$ cat src/hw/rtl/peltier_heat_cool_mode_switch_assert.svh
// Assertion macros used by the Peltier mode switch core module.
`ifndef PELTIER_HEAT_COOL_MODE_SWITCH_ASSERT_SVH
`define PELTIER_HEAT_COOL_MODE_SWITCH_ASSERT_SVH

// Same-cycle implication, disabled while reset is high.
`define PMSW_ASSERT_IMP(label, clk, rst, a, c) \
  label: assert property (@(posedge clk) disable iff (rst) (a) |-> (c)) \
    else $error("pmsw assertion failed");

// Next-cycle implication, disabled while reset is high.
`define PMSW_ASSERT_NXT(label, clk, rst, a, c) \
  label: assert property (@(posedge clk) disable iff (rst) (a) |=> (c)) \
    else $error("pmsw assertion failed");

`endif

$ cat src/hw/rtl/pmsw_pkg.sv
`timescale 1ns / 1ps

package pmsw_pkg;

  // Field widths.
  localparam int unsigned ReqW   = 11;
  localparam int unsigned MsW    = 10;
  localparam int unsigned SetW   = 10;
  localparam int unsigned DeadW  = 14;
  localparam int unsigned TimerW = 16;
  localparam int unsigned HeatW  = 10;
  localparam int unsigned CoolW  = 11;
  localparam int unsigned OffW   = 9;
  localparam int unsigned DirW   = 2;
  localparam int unsigned CfgIdxW = 1;

  // Fan latch thresholds.
  localparam logic signed [ReqW-1:0] FanOffAbove = 11'sd120;
  localparam logic signed [ReqW-1:0] FanOnBelow  = -11'sd600;

  // Timer saturation value.
  localparam logic [TimerW-1:0] TimerMax = 16'hFFFF;

  // Reset values of the configuration registers.
  localparam logic [SetW-1:0]  CoolSetpointReset = 10'd250;
  localparam logic [DeadW-1:0] DeadTimeReset     = 14'd1000;

  // Configuration register indexes.
  typedef enum logic [CfgIdxW-1:0] {
    CFG_COOL_SETPOINT = 1'b0,
    CFG_DEAD_TIME     = 1'b1
  } cfg_idx_t;

  // Steady direction codes.
  localparam logic [DirW-1:0] DirNone = 2'b00;
  localparam logic [DirW-1:0] DirHeat = 2'b01;
  localparam logic [DirW-1:0] DirCool = 2'b11;

  // Configuration values handed to the datapath.
  typedef struct packed {
    logic [SetW-1:0]  cool_setpoint;
    logic [DeadW-1:0] dead_time_ms;
  } cfg_t;

  // Cooling offset picked by the setpoint, first bound that holds wins.
  function automatic logic [OffW-1:0] cool_offset(input logic [SetW-1:0] sp);
    logic [OffW-1:0] off;
    priority if (sp <= 10'd220) off = 9'd450;
    else if (sp <= 10'd240) off = 9'd400;
    else if (sp <= 10'd250) off = 9'd365;
    else if (sp <= 10'd280) off = 9'd300;
    else if (sp <= 10'd300) off = 9'd200;
    else if (sp <= 10'd310) off = 9'd180;
    else if (sp <= 10'd320) off = 9'd170;
    else if (sp <= 10'd330) off = 9'd160;
    else off = 9'd20;
    return off;
  endfunction

endpackage

$ cat src/hw/rtl/pmsw_cfg.sv
`timescale 1ns / 1ps

module pmsw_cfg (
  input  logic                              clk,
  input  logic                              rst,
  input  logic                              cfg_write,
  input  logic [pmsw_pkg::CfgIdxW-1:0]      cfg_index,
  input  logic [pmsw_pkg::DeadW-1:0]        cfg_data,
  output pmsw_pkg::cfg_t                    cfg
);

  pmsw_pkg::cfg_idx_t idx;

  assign idx = pmsw_pkg::cfg_idx_t'(cfg_index);

  // Register file, written one register at a time.
  always_ff @(posedge clk) begin
    if (rst) begin
      cfg.cool_setpoint <= pmsw_pkg::CoolSetpointReset;
      cfg.dead_time_ms  <= pmsw_pkg::DeadTimeReset;
    end else if (cfg_write) begin
      unique case (idx)
        pmsw_pkg::CFG_COOL_SETPOINT: begin
          cfg.cool_setpoint <= cfg_data[pmsw_pkg::SetW-1:0];
        end
        pmsw_pkg::CFG_DEAD_TIME: begin
          cfg.dead_time_ms <= cfg_data;
        end
        default: begin
        end
      endcase
    end
  end

endmodule

$ cat src/hw/rtl/pmsw_core.sv
`timescale 1ns / 1ps
`include "peltier_heat_cool_mode_switch_assert.svh"

module pmsw_core (
  input  logic                                clk,
  input  logic                                rst,
  input  logic                                take,
  input  logic signed [pmsw_pkg::ReqW-1:0]    req,
  input  logic [pmsw_pkg::MsW-1:0]            ms,
  input  pmsw_pkg::cfg_t                      cfg,
  output logic [pmsw_pkg::HeatW-1:0]          heat_drive,
  output logic [pmsw_pkg::CoolW-1:0]          cool_drive,
  output logic                                fan_on,
  output logic signed [pmsw_pkg::DirW-1:0]    direction
);

  // Mode state; the drive and fan registers double as the result word.
  logic                              active_cooling;
  logic                              active_cooling_next;
  logic [pmsw_pkg::TimerW-1:0]       switch_timer;
  logic [pmsw_pkg::TimerW-1:0]       switch_timer_next;
  logic                              fan_latch;
  logic                              fan_latch_next;
  logic [pmsw_pkg::HeatW-1:0]        heat_level;
  logic [pmsw_pkg::HeatW-1:0]        heat_level_next;
  logic [pmsw_pkg::CoolW-1:0]        cool_level;
  logic [pmsw_pkg::CoolW-1:0]        cool_level_next;
  logic [pmsw_pkg::DirW-1:0]         steady_dir;
  logic [pmsw_pkg::DirW-1:0]         steady_dir_next;

  logic                              want_cool;
  logic [pmsw_pkg::TimerW:0]         timer_sum;
  logic [pmsw_pkg::TimerW-1:0]       timer_sat;
  logic                              in_dead;
  logic signed [pmsw_pkg::CoolW:0]   cool_calc;

  assign want_cool = req[pmsw_pkg::ReqW-1];

  // Dead-time accumulation with saturation.
  assign timer_sum = {1'b0, switch_timer} + {{(pmsw_pkg::TimerW + 1 - pmsw_pkg::MsW){1'b0}}, ms};
  assign timer_sat = timer_sum[pmsw_pkg::TimerW] ? pmsw_pkg::TimerMax
                                                 : timer_sum[pmsw_pkg::TimerW-1:0];
  assign in_dead   = timer_sat <=
                     {{(pmsw_pkg::TimerW - pmsw_pkg::DeadW){1'b0}}, cfg.dead_time_ms};

  // Cooling drive is the table offset minus the (negative) request.
  assign cool_calc = $signed({3'b000, pmsw_pkg::cool_offset(cfg.cool_setpoint)})
                   - $signed({req[pmsw_pkg::ReqW-1], req});

  // Next state for one tick.
  always_comb begin
    active_cooling_next = active_cooling;
    switch_timer_next   = switch_timer;
    fan_latch_next      = fan_latch;
    heat_level_next     = heat_level;
    cool_level_next     = cool_level;
    steady_dir_next     = steady_dir;

    priority if (req > pmsw_pkg::FanOffAbove) fan_latch_next = 1'b0;
    else if (req < pmsw_pkg::FanOnBelow) fan_latch_next = 1'b1;
    else fan_latch_next = fan_latch;

    if (want_cool != active_cooling) begin
      if (in_dead) begin
        switch_timer_next = timer_sat;
        heat_level_next   = '0;
        cool_level_next   = '0;
      end else begin
        switch_timer_next   = '0;
        active_cooling_next = want_cool;
      end
    end else if (!want_cool) begin
      steady_dir_next = pmsw_pkg::DirHeat;
      heat_level_next = req[pmsw_pkg::HeatW-1:0];
    end else begin
      steady_dir_next = pmsw_pkg::DirCool;
      cool_level_next = cool_calc[pmsw_pkg::CoolW-1:0];
    end
  end

  // State update on every accepted tick.
  always_ff @(posedge clk) begin
    if (rst) begin
      active_cooling <= 1'b0;
      switch_timer   <= '0;
      fan_latch      <= 1'b0;
      heat_level     <= '0;
      cool_level     <= '0;
      steady_dir     <= pmsw_pkg::DirNone;
    end else if (take) begin
      active_cooling <= active_cooling_next;
      switch_timer   <= switch_timer_next;
      fan_latch      <= fan_latch_next;
      heat_level     <= heat_level_next;
      cool_level     <= cool_level_next;
      steady_dir     <= steady_dir_next;
    end
  end

  assign heat_drive = heat_level;
  assign cool_drive = cool_level;
  assign fan_on     = fan_latch;
  assign direction  = $signed(steady_dir);

  // A tick inside the dead time leaves both drives off.
  `PMSW_ASSERT_NXT(a_dead_drives_off, clk, rst, take && (want_cool != active_cooling) && in_dead, (heat_level == '0) && (cool_level == '0))

  // The active mode only changes together with a timer clear.
  `PMSW_ASSERT_IMP(a_mode_change_clears_timer, clk, rst, active_cooling != $past(active_cooling), switch_timer == '0)

  // The steady direction only moves on an accepted tick.
  `PMSW_ASSERT_IMP(a_dir_moves_on_take, clk, rst, steady_dir != $past(steady_dir), $past(take))

endmodule

$ cat src/hw/rtl/peltier_heat_cool_mode_switch.sv
`timescale 1ns / 1ps

// Peltier heat/cool mode switch. Each input word carries a signed drive
// request and the milliseconds since the previous tick; each one yields
// exactly one result word with the heating and cooling PWM compare values,
// the fan latch and the last steady direction. A change of sign in the
// request starts a dead time during which both drives are forced off, after
// which the new mode is adopted. The block takes one word per clock cycle
// when the result side is not stalled; a word goes through an input register
// and one pass of compare-and-select logic into the state registers, which
// also hold the result, so a result word is valid once the state registers
// have taken its input word from the input register.
// Configuration writes are taken at any time and should be made while idle.
module peltier_heat_cool_mode_switch (
  input  logic                                clk,
  input  logic                                rst,
  input  logic                                cfg_write,
  input  logic [pmsw_pkg::CfgIdxW-1:0]        cfg_index,
  input  logic [pmsw_pkg::DeadW-1:0]          cfg_data,
  input  logic                                in_valid,
  output logic                                in_stall,
  input  logic signed [pmsw_pkg::ReqW-1:0]    drive_request,
  input  logic [pmsw_pkg::MsW-1:0]            elapsed_ms,
  output logic                                out_valid,
  input  logic                                out_stall,
  output logic [pmsw_pkg::HeatW-1:0]          heat_drive,
  output logic [pmsw_pkg::CoolW-1:0]          cool_drive,
  output logic                                fan_on,
  output logic signed [pmsw_pkg::DirW-1:0]    direction
);

  pmsw_pkg::cfg_t                   cfg;
  logic                             s1_valid;
  logic signed [pmsw_pkg::ReqW-1:0] s1_req;
  logic [pmsw_pkg::MsW-1:0]         s1_ms;
  logic                             advance;
  logic                             take;

  pmsw_cfg u_cfg (
    .clk       (clk),
    .rst       (rst),
    .cfg_write (cfg_write),
    .cfg_index (cfg_index),
    .cfg_data  (cfg_data),
    .cfg       (cfg)
  );

  // The result slot frees up when it is empty or being taken.
  assign advance  = !out_valid || !out_stall;
  assign take     = s1_valid && advance;
  assign in_stall = s1_valid && !advance;

  // Input register.
  always_ff @(posedge clk) begin
    if (rst) begin
      s1_valid <= 1'b0;
    end else if (!in_stall) begin
      s1_valid <= in_valid;
    end
  end

  always_ff @(posedge clk) begin
    if (!in_stall) begin
      s1_req <= drive_request;
      s1_ms  <= elapsed_ms;
    end
  end

  // Result valid flag.
  always_ff @(posedge clk) begin
    if (rst) begin
      out_valid <= 1'b0;
    end else if (take) begin
      out_valid <= 1'b1;
    end else if (!out_stall) begin
      out_valid <= 1'b0;
    end
  end

  pmsw_core u_core (
    .clk        (clk),
    .rst        (rst),
    .take       (take),
    .req        (s1_req),
    .ms         (s1_ms),
    .cfg        (cfg),
    .heat_drive (heat_drive),
    .cool_drive (cool_drive),
    .fan_on     (fan_on),
    .direction  (direction)
  );

endmodule

$ cat config.mk
export PLATFORM = sky130hd
export DESIGN_NAME = peltier_heat_cool_mode_switch
export DESIGN_NICKNAME = d
export VERILOG_FILES = /design/src/hw/rtl/pmsw_pkg.sv /design/src/hw/rtl/pmsw_cfg.sv /design/src/hw/rtl/pmsw_core.sv /design/src/hw/rtl/peltier_heat_cool_mode_switch.sv
export VERILOG_INCLUDE_DIRS = /design/src /design/src/hw/rtl
export SDC_FILE = /design/constraint.sdc
export NUM_CORES = 1
export LEC_CHECK = 0
export ABC_CLOCK_PERIOD_IN_PS = 6750
export BUFFER_PORTS_ARGS = -buffer_cell sky130_fd_sc_hd__buf_2
export CORE_UTILIZATION = 35
export CTS_CLUSTER_SIZE = 24
export DETAILED_ROUTE_END_ITERATION = 12
export PLACE_DENSITY_LB_ADDON = 0.05
export SKIP_LAST_GASP = 1
export SYNTH_ARGS = -nofsm -noshare
export SYNTH_HDL_FRONTEND = slang
export SYNTH_SLANG_ARGS = --single-unit
$ cat constraint.sdc
create_clock -name clk -period 6.75 [get_ports clk]
set_clock_uncertainty 0.2 [all_clocks]
set_input_delay 0.3375 -clock clk [delete_from_list [all_inputs] [get_ports clk]]
set_output_delay 0.3375 -clock clk [all_outputs]
set_load 0.01 [all_outputs]
==> metrics.cfg, run 1 <==
[sta]
min_period_ps = 5180
rsz0062_at_grt = no
relSlewSlack_pct = 24.2
tns_ps = 0
timing.fmax_mhz = 193
finalMaxSlewViolations = 0
tightest_slew_ps = 1130
hold_viol = 0
setup_viol = 0
fin_ws_ps = 1570
period_share_pct = 76.7

[worst_setup_path]
slowest_delay_ps = 570
crit_arrival_ps = 5220
worstSetupStartpointType = flip-flop
cp.required_ps = 6790
crit_type = flip-flop to flip-flop
path_cells = ha_1 > fa_1 > a21oi_2 > o211ai_1 > a31oi_1 > nor4_1 > buf_4 > nor3b_1 > inv_1 > ha_1 > and4_1 > nand4_1 > o32ai_1 > a21oi_1 > or3_1 > o211a_1 > a221o_1
cp_max_fo = 18
r2r_slack_ps = 1570
worst-path-buf-inv = 2
rr_worst_depth = 17
cp_top_family = compound AO/OA/AOI/OAI gates
cpMostUsedCell = ha_1
endpoint_kind = flip-flop
worstReg2RegEnd = u_core.cool_drive[10]
slowest_stage = or3_1
reg2reg_from = s1_ms[0]

[worst_hold_path]
min_path_cells = 3
worstHoldPathType = primary input to flip-flop
hp-start = cfg_data[4]
whs_endpoint = u_cfg.cfg[18]

[place]
detailed_place_hpwl_um = 8730
gp_congestion = 0.851
port_buffers = 66
pre_cts_slack_ps = 1600

[drt]
drt_iter0_drc = 203
antenna_left = 0
dr.pass1.iters = 4
drc = 0
wl_per_cell_um = 15.1
vias_per_cell = 5.11
dr_total_vias = 4052
wl_um = 12000

[synth]
netlist_area_um2 = 4840
postSynth.asyncResetShare_pct = 0
synth_cells = 535
ys_ff_latch = 88
synth.distinct_cells = 56
yosysWarnings = 0
dominantRegCellSynth = dfxtp_1
synth_nets = 611
ys_seq_area_share_pct = 40.7
synth_edf_count = 21
syn_avg_cell_area_um2 = 9.05

[floorplanning]
dieArea_um2 = 14300
dieHeight_um = 120
io-pin-count = 67
core_um2 = 13300
initial_core_util_pct = 36.3
die_w_um = 120
row_count = 42

[power_and_ir_drop]
ir_drop_mv = 0.151
powerDensity_nw_per_um2 = 224
leakage_nw = 2.58
total_power_w = 0.00130

[clock_tree]
cts_setup_buffers = 0
clk_path_buf_depth = 2
insertion_delay_ps = 350
h-tree-depth = 3
root_buffer = clkbuf_16
cts.sinks = 88
cts.repair.resized = 0
tritoncts = built
cts.reportedPaths.clkPinSlew_ps = 60
numCtsBuffers = 9
ctsHoldBuffers = 21

[layout]
layout_commonest_cell = dfxtp_1
fillCellCount = 1362
layout-drive-gt1-share_pct = 15.4
area_delta_synth_final_pct = 19.8
layout_common_cells = dfxtp_1, buf_2, nand2_1
nNetsFinal = 688
diodes = 0
final_core_util_pct = 43.4

[grt]
antenna_found_initial = 0
grtUsageTotal_pct = 17.6
grt_overflow_total = 0
grt_start_max_net_pins = 44
grt_first_pass_wirelength_um = 19600
grt_pass1_vias = 3929

[outcome]
status = complete, no violations

[job]
cap_violations = 0

-- registers in the layout, summed over array words and instances, names as in the netlist --
name and flops:
u_cfg.cfg 24, u_core.switch_timer 16, s1_req 11, u_core.cool_drive 11
s1_ms 10, u_core.heat_drive 10, u_core.direction 2, out_valid 1
s1_valid 1, u_core.active_cooling 1, u_core.fan_on 1
-- cells in the mapped netlist (all sizes together) (4+ instances only) --
| library cell | instances | share of area [%] |
|---|---|---|
| a21o | 6 | 0.93 |
| o21ai | 17 | 1.8 |
| a221o | 12 | 2.5 |
| dfxtp | 67 | 28 |
| buf | 6 | 0.65 |
| a21oi | 45 | 4.8 |
| a31oi | 4 | 0.52 |
| nand2b | 12 | 1.6 |
| ha | 33 | 8.5 |
| o21a | 6 | 0.93 |
| o41ai | 4 | 0.72 |
| or2 | 4 | 0.52 |
| nand3 | 11 | 1.1 |
| nand2 | 61 | 4.7 |
| or3b | 11 | 2.0 |
| xnor2 | 12 | 2.2 |
| nand4 | 5 | 0.65 |
| mux2i | 13 | 2.7 |
| or3 | 6 | 0.78 |
| nor3 | 6 | 0.62 |
| edfxtp | 21 | 13 |
| o211ai | 10 | 1.6 |
| nor2b | 15 | 1.9 |
| a22o | 7 | 1.3 |
| xor2 | 4 | 0.72 |
| nor4 | 5 | 0.65 |
| nor2 | 27 | 2.1 |
| inv | 39 | 3.0 |
| clkbuf | 18 | 1.4 |
| and3 | 4 | 0.52 |
| and2 | 13 | 1.7 |
-- worst min-delay path: stages --
cell and delay, ps:
buf_2 90, mux2i_1 60, nand2_1 60
-- stage by stage --
step / area, um2 / cells / hold slack (ps)
finish: 5800 / 793 / 21.7
global route: 5800 / 793 / 24.4
CTS: 5800 / 793 / 8.54
detailed placement: 5310 / 756 / 249
global placement: 5310 / 756 / 246
floorplan: 4840 / 535 / 236
-- per-layer routing --
layer	vias up	track usage [%]	wire [um]
li1	2075	-	-
met1	1886	21.2	5450
met2	77	30.5	5880
met3	14	3.75	410
met4	0	6.88	215
met5	-	0	0
-- final cells by class --
cell class | count | area [um2] | share of cell area, %
inverter | 39 | 146 | 2.52
clock buffer | 12 | 246 | 4.25
sequential | 88 | 1970 | 34.0
tap | 176 | 220 | 3.80
clock inverter | 4 | 28.8 | 0.496
multi-input combinational | 384 | 2620 | 45.2
timing repair buffer | 90 | 563 | 9.71
-- worst max-delay path by stage --
stage	from	to	slack (ps)	cells past startpoint
final	s1_ms[0]	u_core.cool_drive[10]	1570	17
after global routing	s1_ms[0]	u_core.cool_drive[10]	1180	17
after CTS	s1_ms[0]	u_core.heat_drive[8]	1580	17
after detailed placement	s1_ms[0]	u_core.heat_drive[8]	1600	17
after global placement	s1_ms[0]	u_core.cool_drive[10]	1730	16
after floorplan	s1_ms[0]	u_core.heat_drive[8]	2230	17
-- kinds of logic (layout without fill, tap and decap cells) --
kind of cell    Yosys count  count (layout)  share of synthesized area, %
buf+inv                  63             145                          5.09
xor+xnor                 16              16                          2.89
simple gates            183             183                          19.3
compound gates          136             136                          19.6
flops                    88              88                          40.7
fa+ha+maj                36              36                          9.64
mux                      13              13                          2.69
-- where the power goes --
group          internal [W]  switching, W  total, W  leakage (nW)
logic              0.000110      0.000137  0.000247          1.68
registers          0.000561     0.0000194  0.000581         0.767
clock network      0.000261      0.000209  0.000469         0.131
total              0.000932      0.000365   0.00130          2.58
Power figures use the tool's default switching activity.
==> run 2: changes to the inputs <==
--- a/config.mk
+++ b/config.mk
@@ -6,7 +6,8 @@
 export SDC_FILE = /design/constraint.sdc
 export NUM_CORES = 1
 export LEC_CHECK = 0
-export ABC_CLOCK_PERIOD_IN_PS = 6750
+export ABC_AREA = 1
+export ABC_CLOCK_PERIOD_IN_PS = 4430
 export BUFFER_PORTS_ARGS = -buffer_cell sky130_fd_sc_hd__buf_2
 export CORE_UTILIZATION = 35
 export CTS_CLUSTER_SIZE = 24
==> constraint.sdc (replaced) <==
create_clock -name clk -period 4.43 [get_ports clk]
set_clock_uncertainty 0.2 [all_clocks]
set_input_delay 0.2215 -clock clk [delete_from_list [all_inputs] [get_ports clk]]
set_output_delay 0.2215 -clock clk [all_outputs]
set_load 0.01 [all_outputs]
==> metrics.cfg, run 2 <==
[outcome]
status = complete, no violations  ; unchanged

[layout]
fin_cells = 984  ; was 793
layout_common_cells = nand2_1, inv_1, nor2_1  ; was dfxtp_1, buf_2, nand2_1
diodes = 0  ; unchanged
layout-drive-gt1-share_pct = 14.6  ; was 15.4%
regMostFlops = u_cfg.cfg  ; unchanged
largest_register_ffs = 24  ; unchanged
final_area_um2 = 6260  ; was 5800 um2
fillCellCount = 1444  ; was 1362
layout_commonest_cell = nand2_1  ; was dfxtp_1
reg_top3 = u_cfg.cfg (24), u_core.switch_timer (16)  ; unchanged
nNetsFinal = 875  ; was 688
area_delta_synth_final_pct = 22.7  ; was 19.8%

[floorplanning]
row_count = 43  ; was 42
dieHeight_um = 123  ; was 120 um
core_um2 = 14000  ; was 13300 um2
io-pin-count = 67  ; unchanged
dieArea_um2 = 15100  ; was 14300 um2
initial_core_util_pct = 36.4  ; was 36.3%
die_w_um = 123  ; was 120 um

[grt]
grt_pass1_vias = 4506  ; was 3929
grt_first_pass_wirelength_um = 22000  ; was 19600 um
antenna_found_initial = 0  ; unchanged
grtUsageTotal_pct = 19.2  ; was 17.6%
grt_overflow_total = 0  ; unchanged
grt_start_max_net_pins = 44  ; unchanged

[clock_tree]
root_buffer = clkbuf_16  ; unchanged
cts_setup_buffers = 0  ; unchanged
cts.reportedPaths.clkPinSlew_ps = 70  ; was 60 ps
h-tree-depth = 3  ; unchanged
cts.sinks = 88  ; unchanged
tritoncts = built  ; unchanged
numCtsBuffers = 9  ; unchanged
clk_path_buf_depth = 2  ; unchanged
insertion_delay_ps = 350  ; about the same

[drt]
drc = 0  ; unchanged
wl_per_cell_um = 13.7  ; was 15.1 um
wl_um = 13500  ; was 12000 um
vias_per_cell = 4.80  ; was 5.11
dr.pass1.iters = 5  ; was 4
antenna_left = 0  ; unchanged
dr_total_vias = 4719  ; was 4052
drt_iter0_drc = 217  ; was 203

[synth]
synthTopCellsByArea = dfxtp_1, edfxtp_1, nand2_1, ha_1, inv_1  ; was dfxtp_1, edfxtp_1, ha_1, nand2_1, a21oi_1
synth.distinct_cells = 45  ; was 56
dominantRegCellSynth = dfxtp_1  ; unchanged
yosysTopAreaCell = dfxtp_1  ; unchanged
netlist_area_um2 = 5100  ; was 4840 um2
yosysWarnings = 0  ; unchanged
yosysMostFrequentCell = nand2_1  ; was dfxtp_1
synth_common_cells = nand2_1, inv_1, nor2_1  ; was dfxtp_1, nand2_1, a21oi_1
syn_avg_cell_area_um2 = 7.27  ; was 9.05 um2
synth_top_area_share_pct = 26.3  ; was 27.7%
synth_edf_count = 21  ; unchanged
ys_seq_area_share_pct = 38.6  ; was 40.7%
postSynth.asyncResetShare_pct = 0  ; unchanged
ys_ff_latch = 88  ; unchanged
synth_cells = 702  ; was 535
synth_nets = 778  ; was 611

[power_and_ir_drop]
ir_drop_mv = 0.177  ; was 0.151 mV
leakage_nw = 3.10  ; was 2.58 nW
powerDensity_nw_per_um2 = 353  ; was 224 nW/um2

[sta]
hold_viol = 0  ; unchanged
min_period_ps = 4050  ; was 5180 ps
timing.fmax_mhz = 247  ; was 193 MHz
tns_ps = 0  ; unchanged
relSlewSlack_pct = 38.7  ; was 24.2%
tightest_slew_ps = 919  ; was 1130 ps
finalMaxSlewViolations = 0  ; unchanged
period_share_pct = 91.5  ; was 76.7%
setup_viol = 0  ; unchanged
rsz0062_at_grt = no  ; unchanged

[worst_setup_path]
cp_max_fo = 13  ; was 18
rr_worst_depth = 21  ; was 17
crit_type = flip-flop to flip-flop  ; unchanged
cp.required_ps = 4510  ; was 6790 ps
crit_arrival_ps = 4130  ; was 5220 ps
endpoint_kind = flip-flop  ; unchanged
worstSetupStartpointType = flip-flop  ; unchanged

[place]
placed_cell_area_um2 = 5570  ; was 5310 um2
detailed_place_hpwl_um = 10300  ; was 8730 um
dpl.cell_count = 931  ; was 756
gp_congestion = 0.849  ; was 0.851
port_buffers = 66  ; unchanged

[job]
cap_violations = 0  ; unchanged

[worst_hold_path]
worstHoldPathType = primary input to flip-flop  ; unchanged
min_path_cells = 2  ; was 3

-- run 2: cell types whose count changed after synthesis, moves of 8 or more --
cell	before	now
nand2_2	0	11
inv_1	39	98
nor2_1	27	93
and2_1	13	1
xnor2_1	12	1
a221o_1	12	0
mux2i_1	13	0
nand3_1	11	35
nor2b_1	15	0
o21ai_0	17	29
nand2_1	61	150
clkbuf_1	17	9
nand2b_1	12	1
a21oi_1	43	58
-- run 2: path summary, 6_finish.rpt --
path              slack (ps)                 endpoint           startpoint
setup / recovery         380  u_core.switch_timer[10]             s1_ms[0]
hold / removal           150   u_core.switch_timer[9]                  rst
setup reg to reg         380  u_core.switch_timer[10]             s1_ms[0]
hold reg to reg          260      u_core.direction[0]  u_core.direction[0]
-- run 2: report_power, final --
group	switching (W)	total, W	internal, W
combinational	0.000306	0.000502	0.000195
sequential	0.0000286	0.000896	0.000868
clock	0.000319	0.000815	0.000496
-- run 2: layout make-up --
type / count / area, um2 / share of cell area, %
flip-flops and latches: 88 / 1970 / 31.5
clock buffers: 16 / 324 / 5.17
well taps: 180 / 225 / 3.59
inverters: 102 / 383 / 6.11
repair buffers: 104 / 708 / 11.3
multi-input cells: 494 / 2650 / 42.3
-- run 2: logic make-up (layout without fill, tap and decap cells) --
logic type	count (synthesis)	after routing	synth area share [%]
AO/OA/AOI/OAI	117	117	13.0
XOR/XNOR	5	5	0.858
adder cells (fa/ha/maj)	35	35	8.87
buffers and inverters	120	222	9.41
flip-flops	88	88	38.6
AND/OR/NAND/NOR	337	337	29.3
-- run 2: stage by stage --
step	utilization (%)	setup WS [ps]	hold WS, ps	power (W)
floorplan	-	1040	120	0.00125
global placement	39.7	445	198	0.00139
detailed placement	39.7	381	200	0.00139
CTS	44.6	356	152	0.00224
global route	44.6	22.4	175	0.00235
finish	44.6	378	150	0.00221
-- run 2: layer usage --
| metal | part of all wire (%) | track usage (%) | vias to the layer above | wire length [um] |
|---|---|---|---|---|
| met4 | 2.0 | 8.00 | 0 | 275 |
| li1 | - | - | 2485 | - |
| met5 | 0 | 0 | - | 0 |
| met3 | 3.3 | 3.25 | 18 | 452 |
| met2 | 49 | 33.6 | 87 | 6660 |
| met1 | 45 | 23.0 | 2129 | 6130 |
-- run 2: worst max-delay path: stages (launching register included) --
cell	delay, ps
edfxtp_1	370
ha_1	240
fa_1	450
nand3_2	90
nand2_2	100
nand3_2	80
nand3_2	130
nand2_4	160
inv_1	110
or2_2	320
ha_1	300
a21oi_1	160
o21ai_0	130
nand2_1	90
nand3_1	60
nand2_1	60
nand2_1	40
nand2_1	110
nand3_2	250
inv_2	310
nand2_1	80
a21oi_1	140
-- run 2: repair_timing --
action / 4_1_cts / 5_1_grt
endpoints found under the setup margin: 0 / 0
hold buffers: 37 / 0
hold endpoints to repair: 47 / 0
gates resized for setup: 0 / 0
